`config.mk`:
```
export PLATFORM = sky130hd
export DESIGN_NAME = dda_line_rasterizer_core
export DESIGN_NICKNAME = d
export VERILOG_FILES = /design/src/rtl/dda_pkg.sv /design/src/rtl/dda_line_rasterizer_core.sv /design/src/rtl/dda_div.sv
export SDC_FILE = /design/constraint.sdc
export NUM_CORES = 1
export LEC_CHECK = 0
export BUFFER_PORTS_ARGS = -buffer_cell sky130_fd_sc_hd__clkbuf_2
export CORE_ASPECT_RATIO = 0.7
export CORE_MARGIN = 8
export CORE_UTILIZATION = 40
export DETAILED_ROUTE_END_ITERATION = 8
export GPL_ROUTABILITY_DRIVEN = 0
export PLACE_DENSITY = 0.58
export SYNTH_ARGS = -nofsm -noshare
export SYNTH_HDL_FRONTEND = slang
export SYNTH_SLANG_ARGS = --single-unit
```
`constraint.sdc`:
```
create_clock -name clk -period 6 [get_ports clk]
set_clock_uncertainty 0.2 [all_clocks]
set_input_delay 0.3 -clock clk [delete_from_list [all_inputs] [get_ports clk]]
set_output_delay 0.3 -clock clk [all_outputs]
set_load 0.01 [all_outputs]
```
`src/rtl/dda_pkg.sv`:
```
package dda_pkg;

  // Default geometry
  localparam int COORD_BITS_DEF = 10;
  localparam int FRAC_BITS_DEF  = 16;
  localparam int COLOR_BITS     = 4;

  // Request kinds carried on in_tuser
  localparam logic REQ_START   = 1'b0;
  localparam logic REQ_ADVANCE = 1'b1;

  // Line setup sequencer
  typedef enum logic [1:0] {
    ST_IDLE,
    ST_DIV_X,
    ST_DIV_Y
  } state_t;

endpackage

```
`src/rtl/dda_line_rasterizer_core.sv`:
```
// Channel  | Ports                       | Contents
// ---------+-----------------------------+-------------------------------------------
// in       | in_tvalid/tready/tdata/tuser| start/advance request, endpoints, color
// out      | out_tvalid/tready/tdata/tlast| one pixel, tlast marks the end of the line
//
// An advance request's pixel is registered at the accept edge.
// A start request emits the start pixel at once, then one shared divider works out
// the x and y increments in turn; in_tready stays low after a start with distinct
// endpoints until both increments are written.
// rst_n is synchronous, active low, and leaves the block idle with no line active.
// A stalled out_tready holds the pixel register and, with it, in_tready.
module dda_line_rasterizer_core #(
  parameter  int COORD_BITS = dda_pkg::COORD_BITS_DEF,
  parameter  int FRAC_BITS  = dda_pkg::FRAC_BITS_DEF,
  localparam int IN_W  = ((4 * COORD_BITS + dda_pkg::COLOR_BITS + 7) / 8) * 8,
  localparam int OUT_W = ((2 * COORD_BITS + dda_pkg::COLOR_BITS + 7) / 8) * 8
) (
  input  logic             clk,
  input  logic             rst_n,
  input  logic             in_tvalid,
  output logic             in_tready,
  // start_x, start_y, end_x, end_y, line_color (low to high), zero fill
  input  logic [IN_W-1:0]  in_tdata,
  // req_type
  input  logic             in_tuser,
  output logic             out_tvalid,
  input  logic             out_tready,
  // pixel_x, pixel_y, pixel_color (low to high), zero fill
  output logic [OUT_W-1:0] out_tdata,
  // last_pixel
  output logic             out_tlast
);

  localparam int C     = COORD_BITS;
  localparam int CB    = dda_pkg::COLOR_BITS;
  localparam int ACC_W = COORD_BITS + FRAC_BITS;
  localparam int INC_W = FRAC_BITS + 2;
  localparam int PIX_W = 2 * COORD_BITS + dda_pkg::COLOR_BITS;
  localparam logic [ACC_W-1:0] HALF = ACC_W'(1) << (FRAC_BITS - 1);

  dda_pkg::state_t state_r, state_nxt;

  logic [ACC_W-1:0] acc_x_r, acc_x_nxt, acc_y_r, acc_y_nxt;
  logic [INC_W-1:0] inc_x_r, inc_x_nxt, inc_y_r, inc_y_nxt;
  logic [C:0]       steps_left_r, steps_left_nxt;
  logic [CB-1:0]    color_r, color_nxt;
  logic             active_r, active_nxt;
  logic             neg_x_r, neg_x_nxt, neg_y_r, neg_y_nxt;
  logic [C-1:0]     mag_y_r, mag_y_nxt;

  logic             out_valid_r, out_valid_nxt;
  logic [PIX_W-1:0] out_pix_r, out_pix_nxt;
  logic             out_last_r, out_last_nxt;

  logic [C-1:0]     x1, y1, x2, y2;
  logic [CB-1:0]    color_in;
  logic [C-1:0]     ax, ay, steps;
  logic             accept;
  logic [ACC_W-1:0] sum_x, sum_y, rnd_x, rnd_y;
  logic [C:0]       steps_dec;

  logic             div_start, div_done;
  logic [C-1:0]     div_mag, div_den;
  logic [FRAC_BITS:0] div_quot;
  logic [INC_W-1:0] quot_ext, quot_signed;
  logic             quot_neg;

  // Unpack request fields
  assign x1       = in_tdata[C-1:0];
  assign y1       = in_tdata[2*C-1:C];
  assign x2       = in_tdata[3*C-1:2*C];
  assign y2       = in_tdata[4*C-1:3*C];
  assign color_in = in_tdata[4*C+CB-1:4*C];

  assign in_tready = (state_r == dda_pkg::ST_IDLE) && (!out_valid_r || out_tready);
  assign accept    = in_tvalid && in_tready;

  // Line setup: magnitudes and step count
  always_comb begin
    ax    = (x2 >= x1) ? (x2 - x1) : (x1 - x2);
    ay    = (y2 >= y1) ? (y2 - y1) : (y1 - y2);
    steps = (ax > ay) ? ax : ay;
  end

  // Pixel advance: step the accumulators, round half up
  always_comb begin
    sum_x     = acc_x_r + {{(ACC_W-INC_W){inc_x_r[INC_W-1]}}, inc_x_r};
    sum_y     = acc_y_r + {{(ACC_W-INC_W){inc_y_r[INC_W-1]}}, inc_y_r};
    rnd_x     = sum_x + HALF;
    rnd_y     = sum_y + HALF;
    steps_dec = steps_left_r - 1'b1;
  end

  // Sign the quotient for the axis being finished
  always_comb begin
    quot_neg    = (state_r == dda_pkg::ST_DIV_X) ? neg_x_r : neg_y_r;
    quot_ext    = {1'b0, div_quot};
    quot_signed = quot_neg ? (INC_W'(0) - quot_ext) : quot_ext;
  end

  // Sequencer and datapath next state
  always_comb begin
    state_nxt      = state_r;
    acc_x_nxt      = acc_x_r;
    acc_y_nxt      = acc_y_r;
    inc_x_nxt      = inc_x_r;
    inc_y_nxt      = inc_y_r;
    steps_left_nxt = steps_left_r;
    color_nxt      = color_r;
    active_nxt     = active_r;
    neg_x_nxt      = neg_x_r;
    neg_y_nxt      = neg_y_r;
    mag_y_nxt      = mag_y_r;
    out_valid_nxt  = out_valid_r && !out_tready;
    out_pix_nxt    = out_pix_r;
    out_last_nxt   = out_last_r;
    div_start      = 1'b0;
    div_mag        = ax;
    div_den        = steps;
    case (state_r)
      dda_pkg::ST_IDLE: begin
        if (accept && in_tuser == dda_pkg::REQ_START) begin
          // Emit the start pixel and set up the new line
          color_nxt      = color_in;
          out_valid_nxt  = 1'b1;
          out_pix_nxt    = {color_in, y1, x1};
          out_last_nxt   = (steps == '0);
          acc_x_nxt      = {x1, {FRAC_BITS{1'b0}}};
          acc_y_nxt      = {y1, {FRAC_BITS{1'b0}}};
          steps_left_nxt = {1'b0, steps};
          neg_x_nxt      = (x2 < x1);
          neg_y_nxt      = (y2 < y1);
          mag_y_nxt      = ay;
          active_nxt     = (steps != '0);
          if (steps != '0) begin
            div_start = 1'b1;
            state_nxt = dda_pkg::ST_DIV_X;
          end
        end else if (accept && active_r) begin
          // Advance one pixel
          acc_x_nxt      = sum_x;
          acc_y_nxt      = sum_y;
          steps_left_nxt = steps_dec;
          out_valid_nxt  = 1'b1;
          out_pix_nxt    = {color_r, rnd_y[ACC_W-1:FRAC_BITS], rnd_x[ACC_W-1:FRAC_BITS]};
          out_last_nxt   = (steps_dec == '0);
          active_nxt     = (steps_dec != '0);
        end
      end
      dda_pkg::ST_DIV_X: begin
        div_mag = mag_y_r;
        div_den = steps_left_r[C-1:0];
        if (div_done) begin
          inc_x_nxt = quot_signed;
          div_start = 1'b1;
          state_nxt = dda_pkg::ST_DIV_Y;
        end
      end
      dda_pkg::ST_DIV_Y: begin
        div_mag = mag_y_r;
        div_den = steps_left_r[C-1:0];
        if (div_done) begin
          inc_y_nxt = quot_signed;
          state_nxt = dda_pkg::ST_IDLE;
        end
      end
      default: begin
        state_nxt = dda_pkg::ST_IDLE;
      end
    endcase
  end

  always_ff @(posedge clk) begin
    if (!rst_n) begin
      state_r     <= dda_pkg::ST_IDLE;
      active_r    <= 1'b0;
      out_valid_r <= 1'b0;
    end else begin
      state_r     <= state_nxt;
      active_r    <= active_nxt;
      out_valid_r <= out_valid_nxt;
    end
    acc_x_r      <= acc_x_nxt;
    acc_y_r      <= acc_y_nxt;
    inc_x_r      <= inc_x_nxt;
    inc_y_r      <= inc_y_nxt;
    steps_left_r <= steps_left_nxt;
    color_r      <= color_nxt;
    neg_x_r      <= neg_x_nxt;
    neg_y_r      <= neg_y_nxt;
    mag_y_r      <= mag_y_nxt;
    out_pix_r    <= out_pix_nxt;
    out_last_r   <= out_last_nxt;
  end

  dda_div #(
    .COORD_BITS (COORD_BITS),
    .FRAC_BITS  (FRAC_BITS)
  ) u_div (
    .clk     (clk),
    .rst_n   (rst_n),
    .start_i (div_start),
    .mag_i   (div_mag),
    .den_i   (div_den),
    .done_o  (div_done),
    .quot_o  (div_quot)
  );

  assign out_tvalid = out_valid_r;
  assign out_tdata  = {{(OUT_W-PIX_W){1'b0}}, out_pix_r};
  assign out_tlast  = out_last_r;

endmodule

```
`src/rtl/dda_div.sv`:
```
// Restoring divider: quot = (mag << FRAC_BITS) / den, for mag <= den, den != 0.
// One compare-and-subtract per cycle.
module dda_div #(
  parameter int COORD_BITS = dda_pkg::COORD_BITS_DEF,
  parameter int FRAC_BITS  = dda_pkg::FRAC_BITS_DEF
) (
  input  logic                  clk,
  input  logic                  rst_n,
  input  logic                  start_i,
  input  logic [COORD_BITS-1:0] mag_i,
  input  logic [COORD_BITS-1:0] den_i,
  output logic                  done_o,
  output logic [FRAC_BITS:0]    quot_o
);

  localparam int CNT_W = $clog2(FRAC_BITS + 1);

  logic                  busy_r, busy_nxt;
  logic                  done_r, done_nxt;
  logic [CNT_W-1:0]      cnt_r, cnt_nxt;
  logic [COORD_BITS:0]   rem_r, rem_nxt;
  logic [COORD_BITS-1:0] den_r, den_nxt;
  logic [FRAC_BITS:0]    quot_r, quot_nxt;
  logic                  ge;
  logic [COORD_BITS:0]   diff;

  // Shared compare-and-subtract step
  always_comb begin
    ge   = (rem_r >= {1'b0, den_r});
    diff = ge ? (rem_r - {1'b0, den_r}) : rem_r;
  end

  // Sequence the quotient bits
  always_comb begin
    busy_nxt = busy_r;
    done_nxt = 1'b0;
    cnt_nxt  = cnt_r;
    rem_nxt  = rem_r;
    den_nxt  = den_r;
    quot_nxt = quot_r;
    if (start_i) begin
      busy_nxt = 1'b1;
      cnt_nxt  = '0;
      rem_nxt  = {1'b0, mag_i};
      den_nxt  = den_i;
      quot_nxt = '0;
    end else if (busy_r) begin
      quot_nxt = {quot_r[FRAC_BITS-1:0], ge};
      rem_nxt  = {diff[COORD_BITS-1:0], 1'b0};
      cnt_nxt  = cnt_r + 1'b1;
      if (cnt_r == CNT_W'(FRAC_BITS)) begin
        busy_nxt = 1'b0;
        done_nxt = 1'b1;
      end
    end
  end

  always_ff @(posedge clk) begin
    if (!rst_n) begin
      busy_r <= 1'b0;
      done_r <= 1'b0;
    end else begin
      busy_r <= busy_nxt;
      done_r <= done_nxt;
    end
    cnt_r  <= cnt_nxt;
    rem_r  <= rem_nxt;
    den_r  <= den_nxt;
    quot_r <= quot_nxt;
  end

  assign done_o = done_r;
  assign quot_o = quot_r;

endmodule

```
==> flow_summary_export.csv <==
group,metric,value,unit
outcome,outcome,"completed",
floorplan,num_io_pins,80,
sta,fmax,0.175,GHz
detailed_routing,drt_iter0_drc,848,
cts,cts_sinks,189,
floorplan,initial_core_util,0.404,
floorplan,die_x,235,um
cts,cts_htree_levels,4,
cts,clk_pin_slew,0.07,ns
synth,syn_nets,1596,
flow_run,drv_cap,0,
cells_and_area,postLayoutCellArea,0.0152,mm2
global_route,overflow,0,
power,powerDensity,292,mW/mm2
sta,period_needed,5.73,ns
floorplan,die_area,0.0399,mm2
power,leakagePower,6.35,nW
placed_design,port-buffer-count,75,
detailed_routing,vias,10622,
sta,min_period_over_period,0.955,
critical_path,worstSetupPathType,"primary input to register",
sta,finalSetupViolations,0,
synth,synth_seq_cells,189,
cts,clk_latency,0.45,ns
sta,hold_slack,0.0379,ns
cts,clock_path_buffers,2,
critical_path,critical_path_required,5.97,ns
global_route,grt_pass1_wl,53000,um
cells_and_area,nets,1687,
floorplan,rows,56,
global_route,grt_max_degree,71,
detailed_routing,via_per_inst,5.43,
synth,synth.top_cell.area_share,0.356,
placed_design,dp_slack,0.0585,ns
cts,cts_tree,"yes",
detailed_routing,drc,0,
synth,synth_cell_types,87,
cts,clock-root-buffer,"clkbuf_16",
sta,maxSlewViolCount,0,
sta,final-hold-violation-count,0,
synth,synth_top_cell_by_area,"edfxtp_1",
sta,slew-limit-headroom,0.321,
critical_path,critPathMaxFanout,45,
placed_design,hpwl,25600,um
cells_and_area,final_common_cell,"edfxtp_1",
hold_path,hold_class,"primary input to register",
synth,async_flop_share,0,
cts,numCtsBuffers,17,
floorplan,core-area,0.0334,mm2
synth,synth_edf_count,160,
cells_and_area,diodes,0,
detailed_routing,wl,33500,um
power,ir_drop,214,uV
global_route,first_global_vias,9885,
synth,synth_ff_type,"edfxtp_1",
synth,seq_area_frac_synth,0.400,
synth,avgSynthCellArea,9.50,um2
floorplan,die_h,170,um
global_route,antenna_found_initial,1,
cells_and_area,drive_gt1_frac,0.114,
synth,synth_area_leaders,"edfxtp_1 36%, ha_1 11%, dfxtp_1 4.3%",
cells_and_area,most-common-layout-cells,"160 x edfxtp_1, 143 x nor2_1, 123 x nand2_1",
cells_and_area,area_growth,12.6,%
synth,synth_cells,1418,
synth,synth_warnings,0,
sta,worst_slew_pin_slew,1.01,ns
critical_path,worstPathArrival,5.70,ns
detailed_routing,routedWlPerCell,17.1,um
sta,tns,0,ns
global_route,grtUsageTotal,0.164,
detailed_routing,route.antenna.remaining_nets,0,
critical_path,end_kind,"register",
sta,layout_setup_ws,0.270,ns
synth,netlist_area,0.0135,mm2
critical_path,start_kind,"primary input",
detailed_routing,drt_pass1_iterations,5,
placed_design,postPlaceCellArea,0.0144,mm2
timing repair:
item | 4_1_cts | 5_1_grt
hold buffers | 11 | 0
endpoints found under the setup margin | 0 | 36
endpoints found under the hold margin | 16 | 0
setup buffers | 0 | 1
resized for setup | 0 | 0
metal layers:
layer  wire length (um)  track usage  vias to the layer above
met4                199       0.0272                        0
met1              18600        0.264                     5025
met3               1920       0.0323                       18
li1                   -            -                     5301
met2              12700        0.222                      278
met5                  0            0                        -
flip-flops by register name, indices dropped and copies added, names as in the netlist:
| register | flops |
|---|---|
| neg_y_r | 1 |
| inc_x_r | 18 |
| u_div.quot_o | 17 |
| acc_y_r | 26 |
| u_div.done_o | 1 |
| mag_y_r | 10 |
| steps_left_r | 11 |
| u_div.den_r | 10 |
| active_r | 1 |
| acc_x_r | 26 |
| neg_x_r | 1 |
| inc_y_r | 18 |
| u_div.cnt_r | 5 |
| color_r | 4 |
| u_div.rem_r | 11 |
| out_tdata | 24 |
| out_tvalid | 1 |
| out_tlast | 1 |
| state_r | 2 |
| u_div.busy_r | 1 |
path summary, 6_finish.rpt:
kind / to / startpoint / slack [ns] / depth (start not counted)
setup / recovery: u_div.rem_r[4]$_DFFE_PP_ / in_tdata[17] / 0.27 / 21
setup reg to reg: out_tdata[9]$_DFFE_PP_ / acc_x_r[0]$_SDFFCE_PP0P_ / 1.10 / 13
hold / removal: acc_y_r[19]$_DFFE_PP_ / in_tdata[13] / 0.04 / 3
hold reg to reg: u_div.rem_r[10]$_SDFFE_PP0P_ / u_div.rem_r[10]$_SDFFE_PP0P_ / 0.29 / 2
logic make-up (layout without fill, tap and decap cells):
kind of cell             count (synthesis)  after routing  synth area share
XOR/XNOR                                87             87            0.0565
adder cells (fa/ha/maj)                125            125             0.120
AND/OR/NAND/NOR                        440            440             0.156
AO/OA/AOI/OAI                          355            356             0.169
flip-flops                             189            189             0.400
buffers and inverters                  153            256            0.0453
multiplexers                            69             69            0.0538
cells in the mapped netlist, drive strengths merged, types with 4 or more instances:
| cell | count |
|---|---|
| xor2 | 42 |
| nand2 | 124 |
| clkbuf | 25 |
| nand4 | 15 |
| and3 | 13 |
| mux2i | 57 |
| o21ai | 93 |
| o21bai | 9 |
| inv | 113 |
| buf | 15 |
| and4 | 4 |
| and2 | 18 |
| a211oi | 17 |
| a31oi | 16 |
| nand2b | 17 |
| edfxtp | 160 |
| a21o | 32 |
| o211ai | 11 |
| nor4 | 12 |
| a211o | 4 |
| fa | 7 |
| or2 | 8 |
| nor3 | 20 |
| a21oi | 100 |
| mux2 | 12 |
| o31ai | 13 |
| o21a | 21 |
| xnor2 | 45 |
| nor2 | 146 |
| ha | 118 |
| dfxtp | 29 |
| nand3 | 18 |
| or3 | 10 |
| nor2b | 19 |
final cells by class:
type | instances | area [um2]
multi-input combinational | 1077 | 7520
timing repair buffer | 111 | 686
sequential | 189 | 5390
clock buffer | 18 | 450
inverter | 113 | 425
fill | 3158 | 18200
clock inverter | 14 | 170
tap | 435 | 544
report_power, final:
part           internal [mW]  switching (mW)  total, mW
Sequential              1.64          0.0681       1.71
Clock                  0.622           0.562       1.18
Combinational          0.623           0.920       1.54
Total                   2.89            1.55       4.44
worst max-delay path, cell delays in order:
cell	delay [ns]
dlygate4sd3_1	0.52
clkbuf_2	0.13
inv_1	0.05
ha_1	0.41
nand2_1	0.20
o41ai_4	0.63
nor2_4	0.15
mux2_4	0.32
mux2_4	0.29
inv_2	0.08
ha_1	0.23
and4_1	0.21
and3_1	0.18
a32oi_1	0.33
nand2_1	0.21
a2111oi_2	0.31
nand4bb_1	0.21
a21oi_2	0.35
o21bai_4	0.08
buf_4	0.31
mux2i_1	0.19
through the flow:
step	cells	util	total power [mW]
finish	1957	0.455	4.44
CTS	1955	0.454	4.45
floorplan	1418	-	2.82
detailed placement	1912	0.433	3.25
global route	1957	0.455	4.70
global placement	1912	0.433	3.23
Power figures use the tool's default switching activity.
